--- src/rtl/core/button_and_rotary_encoder_qualifier_defines.svh ---
// ----------------------------------------------------------------------------
// Button and rotary encoder qualifier: assertion macros
// Shared property wrappers for the concurrent checks in the RTL.
// ----------------------------------------------------------------------------
`ifndef BUTTON_AND_ROTARY_ENCODER_QUALIFIER_DEFINES_SVH
`define BUTTON_AND_ROTARY_ENCODER_QUALIFIER_DEFINES_SVH

// Same-cycle implication, disabled while reset is asserted.
`define BREQ_ASSERT_NOW(LABEL, CLK, RST_N, ANTE, CONS, MSG) \
    LABEL: assert property (@(posedge CLK) disable iff (!RST_N) (ANTE) |-> (CONS)) \
        else $error(MSG);

// Next-cycle implication, disabled while reset is asserted.
`define BREQ_ASSERT_NEXT(LABEL, CLK, RST_N, ANTE, CONS, MSG) \
    LABEL: assert property (@(posedge CLK) disable iff (!RST_N) (ANTE) |=> (CONS)) \
        else $error(MSG);

`endif

--- src/rtl/core/breq_pkg.sv ---
// ----------------------------------------------------------------------------
// Button and rotary encoder qualifier package
// Register map, reset values and shared types.
// ----------------------------------------------------------------------------
package breq_pkg;

    // Configuration register indexes (word address paddr[3:2]).
    typedef enum logic [1:0] {
        REG_BUTTON_LOCKOUT = 2'd0,
        REG_PUSH_LOCKOUT   = 2'd1,
        REG_STEP_LOCKOUT   = 2'd2,
        REG_ACTIVE_LOW     = 2'd3
    } reg_index_t;

    localparam int ADDR_BITS    = 4;
    localparam int DATA_BITS    = 32;
    localparam int LOCKOUT_BITS = 16;

    // Reset values of the configuration registers.
    localparam logic [LOCKOUT_BITS-1:0] BUTTON_LOCKOUT_RESET = 16'd180;
    localparam logic [LOCKOUT_BITS-1:0] PUSH_LOCKOUT_RESET   = 16'd180;
    localparam logic [LOCKOUT_BITS-1:0] STEP_LOCKOUT_RESET   = 16'd35;
    localparam logic                    ACTIVE_LOW_RESET     = 1'b1;

    // Raw line levels of one poll sample.
    typedef struct packed {
        logic home;
        logic back;
        logic push;
        logic enc_clock;
        logic enc_data;
    } levels_t;

    // One qualified result beat.
    typedef struct packed {
        logic home_event;
        logic back_event;
        logic push_event;
        logic step_cw;
        logic step_ccw;
    } events_t;

endpackage

--- src/rtl/core/button_and_rotary_encoder_qualifier.sv ---
// ----------------------------------------------------------------------------
// Button and rotary encoder qualifier
// Turns raw poll samples of three buttons and an encoder into qualified
// press pulses and rotation steps with lockout times; home and back share one.
// ----------------------------------------------------------------------------
// Usage: every accepted sample beat yields exactly one result beat. A sample
// is captured in an input register and then qualified into the result
// register, from which its result beat is taken. The block sustains one
// sample per clock while the result channel is not stalled. The rate is
// set by the single qualification stage, whose press/step state is updated
// in the same cycle it is read. in_stall only rises when the result register
// is full and stalled. Lockout times compare (now - last accept) modulo
// 2^TIME_BITS as unsigned.
// Configuration writes must be made while no sample is in flight.
// ----------------------------------------------------------------------------
`include "button_and_rotary_encoder_qualifier_defines.svh"

module button_and_rotary_encoder_qualifier
    import breq_pkg::*;
#(
    parameter int TIME_BITS = 32
)
(
    input  logic                 clk,
    input  logic                 rst_n,

    // Configuration port.
    input  logic                 psel,
    input  logic                 penable,
    input  logic                 pwrite,
    input  logic [ADDR_BITS-1:0] paddr,
    input  logic [DATA_BITS-1:0] pwdata,
    output logic [DATA_BITS-1:0] prdata,
    output logic                 pready,

    // Sample input channel.
    input  logic                 in_valid,
    output logic                 in_stall,
    input  logic                 home_level,
    input  logic                 back_level,
    input  logic                 push_level,
    input  logic                 enc_clock_level,
    input  logic                 enc_data_level,
    input  logic [31:0]          now_ms,

    // Result output channel.
    output logic                 out_valid,
    input  logic                 out_stall,
    output logic                 home_event,
    output logic                 back_event,
    output logic                 push_event,
    output logic                 step_cw,
    output logic                 step_ccw
);

    // Configuration registers.
    logic [LOCKOUT_BITS-1:0] button_lockout_reg;
    logic [LOCKOUT_BITS-1:0] push_lockout_reg;
    logic [LOCKOUT_BITS-1:0] step_lockout_reg;
    logic                    active_low_reg;
    logic                    cfg_write;
    reg_index_t              cfg_index;

    // Input register.
    logic                    in_valid_reg;
    levels_t                 in_levels_reg;
    logic [TIME_BITS-1:0]    in_now_reg;

    // Qualifier state.
    logic                    home_was_reg;
    logic                    back_was_reg;
    logic                    push_was_reg;
    logic                    last_clock_reg;
    logic [TIME_BITS-1:0]    home_time_reg;
    logic [TIME_BITS-1:0]    back_time_reg;
    logic [TIME_BITS-1:0]    push_time_reg;
    logic [TIME_BITS-1:0]    step_time_reg;

    // Result register.
    logic                    out_valid_reg;
    events_t                 out_events_reg;

    // Stage control and combinational results.
    logic                    advance;
    logic                    work;
    logic                    home_pressed;
    logic                    back_pressed;
    logic                    push_pressed;
    logic                    home_hit;
    logic                    back_hit;
    logic                    push_hit;
    logic                    step_hit;
    events_t                 events_next;

    // Elapsed time since an accept time, at least the lockout.
    function automatic logic elapsed_ok(
        input logic [TIME_BITS-1:0]    now,
        input logic [TIME_BITS-1:0]    since,
        input logic [LOCKOUT_BITS-1:0] lockout
    );
        logic [TIME_BITS-1:0] diff;
        diff = now - since;
        return diff >= TIME_BITS'(lockout);
    endfunction

    // Configuration write decode and read back.
    assign pready    = 1'b1;
    assign cfg_write = psel && penable && pwrite && pready;
    assign cfg_index = reg_index_t'(paddr[3:2]);

    always_comb
    begin
        unique case (cfg_index)
            REG_BUTTON_LOCKOUT: prdata = DATA_BITS'(button_lockout_reg);
            REG_PUSH_LOCKOUT:   prdata = DATA_BITS'(push_lockout_reg);
            REG_STEP_LOCKOUT:   prdata = DATA_BITS'(step_lockout_reg);
            REG_ACTIVE_LOW:     prdata = DATA_BITS'(active_low_reg);
            default:            prdata = '0;
        endcase
    end

    always_ff @(posedge clk or negedge rst_n)
    begin
        if (!rst_n)
        begin
            button_lockout_reg <= BUTTON_LOCKOUT_RESET;
            push_lockout_reg   <= PUSH_LOCKOUT_RESET;
            step_lockout_reg   <= STEP_LOCKOUT_RESET;
            active_low_reg     <= ACTIVE_LOW_RESET;
        end
        else if (cfg_write)
        begin
            unique case (cfg_index)
                REG_BUTTON_LOCKOUT: button_lockout_reg <= pwdata[LOCKOUT_BITS-1:0];
                REG_PUSH_LOCKOUT:   push_lockout_reg   <= pwdata[LOCKOUT_BITS-1:0];
                REG_STEP_LOCKOUT:   step_lockout_reg   <= pwdata[LOCKOUT_BITS-1:0];
                REG_ACTIVE_LOW:     active_low_reg     <= pwdata[0];
                default:            ;
            endcase
        end
    end

    // Handshake: the input register moves on whenever the result register
    // is empty or its beat is being taken.
    assign advance  = !out_valid_reg || !out_stall;
    assign work     = in_valid_reg && advance;
    assign in_stall = in_valid_reg && !advance;

    always_ff @(posedge clk or negedge rst_n)
    begin
        if (!rst_n)
        begin
            in_valid_reg <= 1'b0;
        end
        else if (!in_stall)
        begin
            in_valid_reg <= in_valid;
        end
    end

    always_ff @(posedge clk)
    begin
        if (in_valid && !in_stall)
        begin
            in_levels_reg <= '{home:      home_level,
                               back:      back_level,
                               push:      push_level,
                               enc_clock: enc_clock_level,
                               enc_data:  enc_data_level};
            in_now_reg    <= TIME_BITS'(now_ms);
        end
    end

    // Press detection and lockout qualification.
    assign home_pressed = in_levels_reg.home ^ active_low_reg;
    assign back_pressed = in_levels_reg.back ^ active_low_reg;
    assign push_pressed = in_levels_reg.push ^ active_low_reg;

    assign home_hit = home_pressed && !home_was_reg
                      && elapsed_ok(in_now_reg, home_time_reg, button_lockout_reg);
    assign back_hit = back_pressed && !back_was_reg
                      && elapsed_ok(in_now_reg, back_time_reg, button_lockout_reg);
    assign push_hit = push_pressed && !push_was_reg
                      && elapsed_ok(in_now_reg, push_time_reg, push_lockout_reg);
    assign step_hit = last_clock_reg && !in_levels_reg.enc_clock
                      && elapsed_ok(in_now_reg, step_time_reg, step_lockout_reg);

    assign events_next = '{home_event: home_hit,
                           back_event: back_hit,
                           push_event: push_hit,
                           step_cw:    step_hit && in_levels_reg.enc_data,
                           step_ccw:   step_hit && !in_levels_reg.enc_data};

    // Qualifier state follows every processed sample.
    always_ff @(posedge clk or negedge rst_n)
    begin
        if (!rst_n)
        begin
            home_was_reg   <= 1'b0;
            back_was_reg   <= 1'b0;
            push_was_reg   <= 1'b0;
            last_clock_reg <= 1'b1;
            home_time_reg  <= '0;
            back_time_reg  <= '0;
            push_time_reg  <= '0;
            step_time_reg  <= '0;
        end
        else if (work)
        begin
            home_was_reg   <= home_pressed;
            back_was_reg   <= back_pressed;
            push_was_reg   <= push_pressed;
            last_clock_reg <= in_levels_reg.enc_clock;
            if (home_hit)
            begin
                home_time_reg <= in_now_reg;
            end
            if (back_hit)
            begin
                back_time_reg <= in_now_reg;
            end
            if (push_hit)
            begin
                push_time_reg <= in_now_reg;
            end
            if (step_hit)
            begin
                step_time_reg <= in_now_reg;
            end
        end
    end

    // Result register.
    always_ff @(posedge clk or negedge rst_n)
    begin
        if (!rst_n)
        begin
            out_valid_reg <= 1'b0;
        end
        else if (advance)
        begin
            out_valid_reg <= in_valid_reg;
        end
    end

    always_ff @(posedge clk)
    begin
        if (work)
        begin
            out_events_reg <= events_next;
        end
    end

    assign out_valid  = out_valid_reg;
    assign home_event = out_events_reg.home_event;
    assign back_event = out_events_reg.back_event;
    assign push_event = out_events_reg.push_event;
    assign step_cw    = out_events_reg.step_cw;
    assign step_ccw   = out_events_reg.step_ccw;

    // Checks on the qualifier logic.
    `BREQ_ASSERT_NOW(a_step_exclusive, clk, rst_n, out_valid_reg,
        !(out_events_reg.step_cw && out_events_reg.step_ccw),
        "Clockwise and counter-clockwise step in one beat.")
    `BREQ_ASSERT_NOW(a_stall_only_when_full, clk, rst_n, in_stall,
        in_valid_reg && out_valid_reg && out_stall,
        "Input stalled without a stalled result held.")
    `BREQ_ASSERT_NEXT(a_home_time, clk, rst_n, work && home_hit,
        home_time_reg == $past(in_now_reg) && out_events_reg.home_event,
        "Home press accepted without recording its time.")
    `BREQ_ASSERT_NEXT(a_push_held, clk, rst_n, work && push_hit,
        push_was_reg && out_valid_reg,
        "Push press accepted without marking the button held.")

endmodule
--- config.mk ---
export PLATFORM = sky130hd
export DESIGN_NAME = button_and_rotary_encoder_qualifier
export DESIGN_NICKNAME = d
export VERILOG_FILES = /design/src/rtl/core/breq_pkg.sv /design/src/rtl/core/button_and_rotary_encoder_qualifier.sv
export VERILOG_INCLUDE_DIRS = /design/src /design/src/rtl/core
export SDC_FILE = /design/constraint.sdc
export NUM_CORES = 1
export LEC_CHECK = 0
export BUFFER_PORTS_ARGS = -buffer_cell sky130_fd_sc_hd__buf_2
export CORE_ASPECT_RATIO = 0.7
export CORE_UTILIZATION = 50
export CTS_CLUSTER_SIZE = 24
export DETAILED_ROUTE_END_ITERATION = 12
export PLACE_DENSITY = 0.68
export SETUP_SLACK_MARGIN = 0.5
export SLEW_MARGIN = 20
export SYNTH_ARGS = -nofsm -noshare
export SYNTH_HDL_FRONTEND = slang
export SYNTH_SLANG_ARGS = --single-unit
--- constraint.sdc ---
create_clock -name clk -period 5.8 [get_ports clk]
set_input_delay 0.87 -clock clk [delete_from_list [all_inputs] [get_ports clk]]
set_output_delay 0.87 -clock clk [all_outputs]
set_load 0.01 [all_outputs]
Yosys cells after proc, flatten, opt, wreduce, memory -nomap -nowiden. Cells that the tools add are included.

Bits in registers: 225. Bits in latches: 0. Bits in writable memories: 0. ROM bits: 0. Bits of input ports: 80. Output and inout port bits: 40. Word-level logic and storage cells: 74. Memories kept: 0.

$add $sub $neg: 4. Multiply operators: 0. Divide/modulo/power cells: 0. Magnitude comparators: 4. Equal/unequal tests: 3. Shifts and indexed selects: 0. Muxes and demuxes: 1. Bitwise operators: 3. Reduce and logical (&&, ||, !) cells: 34.

Operators with widths (number): 32-bit by 16-bit greater-or-equal comparator with 1-bit output (4); 32-bit case mux with 4 select lines (1); 32-bit subtractor (4); 2-bit AND reduction (8); 1-bit logical AND (15); 1-bit logical NOT (9); 2-bit == test (second input constant) (2); 1-bit XOR (3); 2-bit by 1-bit == test with 1-bit output (second input constant) (1); 2-bit logical NOT (1); 1-bit logical OR (1).

Logic depth before layout (Yosys ltp). Gate-level depths: netlist (run 1).

Word-level depth: 6. Mapped depth: 24. Depth with buffers taken out: 23.

Worst setup path before layout (run 1). No wires, ideal clock.

Path kind: register to register. Start point: register in_now_reg[8]. End point: register back_time_reg[22]. Setup time: 128 ps. Data arrival time: 4834 ps. Data required time: 5672 ps. Slack: 839 ps. Stages on the path, launching flop included: 23. Path buffers: 1. Period minus slack after synthesis: 4961 ps. Path through: edfxtp_1 ha_1 a2111oi_0 o21ai_0 o21ai_0 o21a_1 o21ai_0 a21o_1 a21oi_1 xnor2_1 ha_1 nand2_1 o21ai_0 a2111oi_0 o21ai_0 a2111oi_0 o2111ai_1 a2111oi_0 nand4_1 a311oi_2 nor3_2 buf_6 mux2_1.

Longest elaborated chain between the ends: 4.

RTL lines: start: declaration (RTL line button_and_rotary_encoder_qualifier.sv:67) `logic [TIME_BITS-1:0] in_now_reg;`; start signal: assignment (RTL line button_and_rotary_encoder_qualifier.sv:170) `in_now_reg <= TIME_BITS'(now_ms);`; 32-bit subtractor (RTL line button_and_rotary_encoder_qualifier.sv:102) `diff = now - since;`; 32-bit by 16-bit greater-or-equal comparator with 1-bit output (RTL line button_and_rotary_encoder_qualifier.sv:103) `return diff >= TIME_BITS'(lockout);`; 1-bit logical AND (RTL line button_and_rotary_encoder_qualifier.sv:182) `&& elapsed_ok(in_now_reg, back_time_reg, button_lockout_reg);`; 2-bit AND reduction (no source line); end signal: assignment (RTL line button_and_rotary_encoder_qualifier.sv:220) `back_time_reg <= in_now_reg;`; end: declaration (RTL line button_and_rotary_encoder_qualifier.sv:75) `logic [TIME_BITS-1:0] back_time_reg;`.

No other way between the ends. A chain may end at the register's enable or synchronous reset.

Worst setup path in the final report (run 1).
Start point: register back_time_reg[1]. End point: register back_time_reg[3].

Longest elaborated chain between the ends: 4.

RTL lines (RTL line): 32-bit subtractor (button_and_rotary_encoder_qualifier.sv:102); 32-bit by 16-bit greater-or-equal comparator with 1-bit output (button_and_rotary_encoder_qualifier.sv:103); 1-bit logical AND (button_and_rotary_encoder_qualifier.sv:182); 2-bit AND reduction (no source line).

No other way between the ends.

==> flow_summary.yaml, run 1 <==
job:
  max-cap-violations: 0
worst_setup_path:
  r2r-end: "back_time_reg[3]"
  arrival_ns: 5.72
  path_buf_inv: 5
  cp_top_family: "compound AO/OA/AOI/OAI gates"
  critical-path-max-stage-delay_ns: 0.41
  cp.required_ns: 6.25
  r2r_setup_slack_ns: 0.53
  reg2reg_from: "back_time_reg[1]"
  cp-start-kind: "flip-flop"
  crit_slowest_cell: "dfrtp_1"
  crit_fanout: 9
  r2r_cells: 26
  end_kind: "flip-flop"
  critPathKind: "flip-flop to flip-flop"
global_routing:
  grt_first_pass_wirelength_microns: 79900
  grt_overflow: 0
  antenna_found_initial: 5
  grt_max_degree: 72
  grt_pass1_vias: 14300
  track_usage_pct: 27.4
route:
  vias_per_cell: 5.93
  route.vias.total: 15400
  finalWirelength_microns: 51800
  wl_per_cell_microns: 20.0
  ant_nets: 0
  drc: 0
  drt_iter0_markers: 1390
  drt_first_pass_iters: 6
place:
  placed_cells: 2525
  post-dp-hpwl_microns: 40000
  place_congestion: 0.939
  portBuffers: 84
clock_tree:
  cts.hold.buffers_added: 0
  cts_inserted_buffers: 26
  cts.clk_slew.worst_paths_ns: 0.07
  clkSinkCount: 225
  cts-root-buf: "clkbuf_16"
  tritoncts: "yes"
  clock_latency_ns: 0.57
  clockBufferDepth: 3
  h-tree-depth: 1
layout:
  final_nets: 2362
  area_growth_pct: 13.2
  instances_no_fill: 2593
  final_layout_size_suffix_gt1_share_pct: 19.7
  final_cell_mix: "204 x inv_1, 183 x ha_1, 177 x nand2_1, 170 x dfrtp_1, 138 x a21oi_1"
  final_common_cell: "inv_1"
timing:
  fin_worst_skew_ns: 0.0299
  rsz0062_at_grt: "true"
  setup_viol: 0
  tns_ns: 0
  max_freq_ghz: 0.190
  period_needed_ns: 5.27
  drv_slew: 0
  slew_headroom_pct: 37.9
  finalCritPeriodShare_pct: 90.9
  worst_pin_slew_ns: 0.931
  hold_viol_final: 0
power:
  p_leak_nw: 9.54
  vdd_drop_max_v: 0.000285
  cellPowerDensity_nw_per_um2: 567
status:
  outcome: "completed"
yosys:
  synth_top_area_cell: "dfrtp_1"
  synth_warnings: 0
  ys_seq_elements: 225
  syn_area_sq_um: 18300
  syn_avg_cell_area_sq_um: 9.23
  async_flop_share_pct: 81.3
  yosysSeqAreaShare_pct: 32.0
  synth_top_area_share_pct: 23.2
  synth_ff_type: "dfrtp_1"
  synth_cell_types: 97
  synth_area_leaders: "dfrtp_1 23%, ha_1 13%, edfxtp_1 6.9%"
  synth_edf_count: 42
  synthCells: 1983
floorplan:
  start_util_pct: 50.9
  fp.dieArea_sq_um: 37400
  die_y_microns: 162
  fp.coreArea_sq_um: 36000
  die_w_microns: 231
  num_rows: 58
  io_pins: 120
worst_hold_path:
  min_path_type: "primary input to asynchronous set/reset pin"
layout make-up:
type	instances	area, sq um
Sequential cell	225	5860
Multi-Input combinational cell	1491	11700
Clock inverter	15	121
Antenna cell	3	7.51
Clock buffer	33	717
Timing Repair Buffer	141	975
Fill cell	3239	15300
Tap cell	480	601
Inverter	205	769
power by group:
| part | total, mW | internal [mW] | switching, mW |
|---|---|---|---|
| registers | 2.52 | 2.17 | 0.346 |
| clock network | 1.65 | 0.924 | 0.725 |
| logic | 7.58 | 3.33 | 4.25 |
| total | 11.7 | 6.42 | 5.32 |
worst max-delay path by stage:
| stage | from | end | slack [ns] | depth (start not counted) |
|---|---|---|---|---|
| after floorplan | in_now_reg[8] | back_time_reg[22] | 0.84 | 22 |
| after global placement | in_now_reg[1] | back_time_reg[8] | 0.13 | 25 |
| after detailed placement | back_time_reg[1] | back_time_reg[9] | 0.09 | 26 |
| after CTS | back_time_reg[1] | back_time_reg[16] | 0.32 | 26 |
| after global routing | back_time_reg[1] | back_time_reg[3] | 0.32 | 27 |
| final | back_time_reg[1] | back_time_reg[3] | 0.53 | 26 |
repair_timing:
item                                    4_1_cts  5_1_grt
resized for setup                            37       57
pin swaps                                    16       27
gates cloned                                  2        0
buffers inserted                              4       11
endpoints found under the setup margin       64      130
per-stage QoR:
step	power [mW]	hold slack (ns)	worst slack [ns]	area [sq um]	utilization [%]
floorplan	7.82	0.432	0.839	18400	-
finish	11.7	0.311	0.530	20700	57.6
CTS	11.3	0.340	0.321	20300	56.5
global placement	9.29	0.447	0.133	19300	53.6
detailed placement	9.47	0.451	0.0886	19300	53.6
global route	12.7	0.350	0.317	20700	57.6
cell usage after synthesis (all sizes together), types with 14 or more instances:
cell type,n
and3,15
nor2b,20
nand4,36
or3,14
and2,16
mux2,146
o21ai,128
o21a,25
dfrtp,170
clkbuf,37
mux2i,26
xnor2,52
o211ai,23
nand3,37
nor3,34
buf,40
o21bai,14
nand2b,17
xor2,33
a31oi,24
a21oi,145
a21o,47
inv,205
ha,188
nand2,179
nor2,96
edfxtp,42
nor4,14
routing by layer:
layer / share of wire (%) / track usage, % / wire length [microns]
met1: 50 / 42.2 / 25800
met2: 41 / 39.2 / 21100
met3: 7.8 / 5.71 / 4050
met4: 1.6 / 5.12 / 850
met5: 0.023 / 0 / 12
kinds of logic after synthesis:
family / Yosys count / synth area share (%)
mux: 173 / 11.7
simple gates: 503 / 13.6
flops: 225 / 32.0
other cells: 2 / 0.0410
xor+xnor: 85 / 4.07
fa+ha+maj: 192 / 13.3
buf+inv: 282 / 6.85
compound gates: 521 / 18.5
(Power assumes the default switching activity.)
==> run 2: changes to the inputs <==
--- a/config.mk
+++ b/config.mk
@@ -11,7 +11,8 @@
 export CORE_UTILIZATION = 50
 export CTS_CLUSTER_SIZE = 24
 export DETAILED_ROUTE_END_ITERATION = 12
-export PLACE_DENSITY = 0.68
+export GPL_TIMING_DRIVEN = 1
+export PLACE_DENSITY = 0.64
 export SETUP_SLACK_MARGIN = 0.5
 export SLEW_MARGIN = 20
 export SYNTH_ARGS = -nofsm -noshare
==> constraint.sdc (replaced) <==
create_clock -name clk -period 6.6 [get_ports clk]
set_input_delay 0.99 -clock clk [delete_from_list [all_inputs] [get_ports clk]]
set_output_delay 0.99 -clock clk [all_outputs]
set_load 0.01 [all_outputs]
==> run 2 against run 1 <==
  * Count of clock-buffer cells in the layout decreased by 2
  * Flip-flop and latch count unchanged
  * Critical path type unchanged
  * Largest cell class unchanged
  * Die area unchanged
==> flow_summary.yaml, run 2 (synthesis gave the netlist of run 1 again) <==
status:
  outcome: "completed"
worst_setup_path:
  path_buf_inv: 2
  worst_path_most_repeated_cell: "o21ai_0"
  end_kind: "flip-flop"
  cp-start-kind: "flip-flop"
  critical-path-max-stage-delay_ns: 0.55
  cp_top_family: "compound AO/OA/AOI/OAI gates"
  crit_fanout: 32
  crit_chain: "ha_2 -> a2111oi_1 -> o21ai_0 -> o21ai_1 -> o21a_1 -> o21ai_0 -> a21o_1 -> a21oi_1 -> xnor2_1 -> ha_1 -> nand2_1 -> o21ai_0 -> a2111oi_2 -> o21ai_0 -> a2111oi_2 -> o2111ai_1 -> a2111oi_1 -> nand4_1 -> a311oi_2 -> buf_4 -> nor3_4 -> buf_6 -> mux2_1"
  critPathKind: "flip-flop to flip-flop"
  arrival_ns: 6.31
  cp.required_ns: 7.03
  crit_slowest_cell: "edfxtp_1"
place:
  portBuffers: 84
  place_congestion: 0.948
  placed_cells: 2512
  post-dp-hpwl_microns: 40800
power:
  pwr-share-comb_pct: 62.1
  clkPwrFrac_pct: 15.5
  vdd_drop_max_v: 0.000282
  power_switching_mw: 4.45
  pwr-share-seq_pct: 22.4
  p_leak_nw: 9.27
  cellPowerDensity_nw_per_um2: 494
  p_sw_share_pct: 44.8
  power.internal_mw: 5.47
global_routing:
  grt_pass1_vias: 14200
  grt_max_degree: 69
  grt_overflow: 0
  antenna_found_initial: 2
  track_usage_pct: 27.5
  grt_first_pass_wirelength_microns: 79900
clock_tree:
  clockBufferDepth: 3
  cts-root-buf: "clkbuf_16"
  cts.hold.buffers_added: 0
  tritoncts: "yes"
  clock_latency_ns: 0.58
  h-tree-depth: 1
  cts.clk_slew.worst_paths_ns: 0.06
  cts_inserted_buffers: 26
  clkSinkCount: 225
timing:
  slew_headroom_pct: 26.5
  setup_viol: 0
  tns_ns: 0
  period_needed_ns: 5.88
  max_freq_ghz: 0.170
  fin_worst_skew_ns: 0.0331
  finalCritPeriodShare_pct: 89.0
  rsz0062_at_grt: "false"
  worst_pin_slew_ns: 1.10
  hold_viol_final: 0
  drv_slew: 0
route:
  finalWirelength_microns: 51400
  route.vias.total: 15100
  wl_per_cell_microns: 20.0
  dr_wl_met3_microns: 3950
  ant_nets: 0
  top_layer: "met4"
  drt_first_pass_iters: 5
  drt_iter0_markers: 1230
  wl_met2_microns: 20200
  met1_length_microns: 26400
  vias_per_cell: 5.89
  drc: 0
floorplan:
  die_y_microns: 162
  fp.coreArea_sq_um: 36000
  io_pins: 120
  start_util_pct: 50.9
  fp.dieArea_sq_um: 37400
  num_rows: 58
  die_w_microns: 231
job:
  max-cap-violations: 0
layout:
  final_layout_size_suffix_gt1_share_pct: 15.7
  final_cell_mix: "205 x inv_1, 187 x ha_1, 178 x nand2_1, 170 x dfrtp_1, 144 x a21oi_1"
  fin_util_pct: 55.8
  fill_cells: 3299
  final_nets: 2335
  instances_no_fill: 2565
  final_common_cell: "inv_1"
  area_growth_pct: 9.73
worst_hold_path:
  min_path_type: "primary input to asynchronous set/reset pin"
[run 2: changes by cell type in the layout (fill, tap and decap cells not counted), moves of 5 or more]
| cell | change |
|---|---|
| mux2_1 | +24 |
| a21oi_2 | -6 |
| mux2_4 | -24 |
| buf_12 | -5 |
| buf_4 | -17 |
| a21oi_1 | +6 |
[run 2: final timing paths]
check	end	from	depth (start not counted)	slack [ns]
worst max-delay path	back_time_reg[10]	in_now_reg[8]	23	0.72
worst min-delay path	push_lockout_reg[6]	rst_n	1	0.40
worst max register to register	back_time_reg[10]	in_now_reg[8]	23	0.72
worst min register to register	last_clock_reg	last_clock_reg	2	0.47
max in group asynchronous	step_time_reg[14]	rst_n	2	4.91
min in group clk	last_clock_reg	last_clock_reg	2	0.47
[run 2: worst register-to-register path, delay by kind of cell, from the launching register on]
kind / cells / cell delay [ns]
compound gates: 14 / 3.28
fa+ha+maj: 2 / 0.68
flops: 1 / 0.55
buf+inv: 2 / 0.39
mux: 1 / 0.37
simple gates: 3 / 0.32
xor+xnor: 1 / 0.14
[run 2: power by group through the flow]
| stage | clock network [mW] | registers [mW] | logic, mW |
|---|---|---|---|
| 3_5_place_dp | 0 | 2.24 | 6.00 |
| 2_1_floorplan | 0 | 2.13 | 4.74 |
| 6_report | 1.54 | 2.22 | 6.16 |
| 5_1_grt | 1.63 | 2.28 | 6.87 |
| 4_1_cts | 1.58 | 2.22 | 6.07 |
| 3_3_place_gp | 0 | 2.21 | 5.89 |
[run 2: stage by stage]
stage / hold slack, ns / power [mW] / instance area [sq um] / worst slack [ns]
after floorplan: 0.432 / 6.87 / 18400 / 1.64
after global placement: 0.447 / 8.10 / 19100 / 0.508
after detailed placement: 0.469 / 8.24 / 19100 / 0.383
after CTS: 0.404 / 9.86 / 20100 / 0.516
after global routing: 0.422 / 10.8 / 20100 / 0.469
final: 0.403 / 9.92 / 20100 / 0.723
[run 2: what timing repair did]
action / in CTS / in global routing
gates resized for setup: 3 / 7
endpoints found under the hold margin: 0 / 0
setup endpoints to repair: 31 / 32
buffers inserted: 2 / 1
pin swaps: 1 / 0
[run 2: area by class of cell]
class	instances	area (sq um)	share of cell area (%)
Timing Repair Buffer	114	658	3.28
Clock buffer	31	689	3.43
Multi-Input combinational cell	1491	11300	56.2
Clock inverter	17	218	1.08
Inverter	205	769	3.83
Tap cell	480	601	2.99
Sequential cell	225	5860	29.2
Antenna cell	2	5.00	0.0249
[run 2: metal layers]
metal / vias up / global-route usage, %
li1: 7295 / -
met1: 7288 / 43.8
met2: 461 / 38.2
met3: 53 / 4.79
met4: 0 / 5.42
met5: - / 0
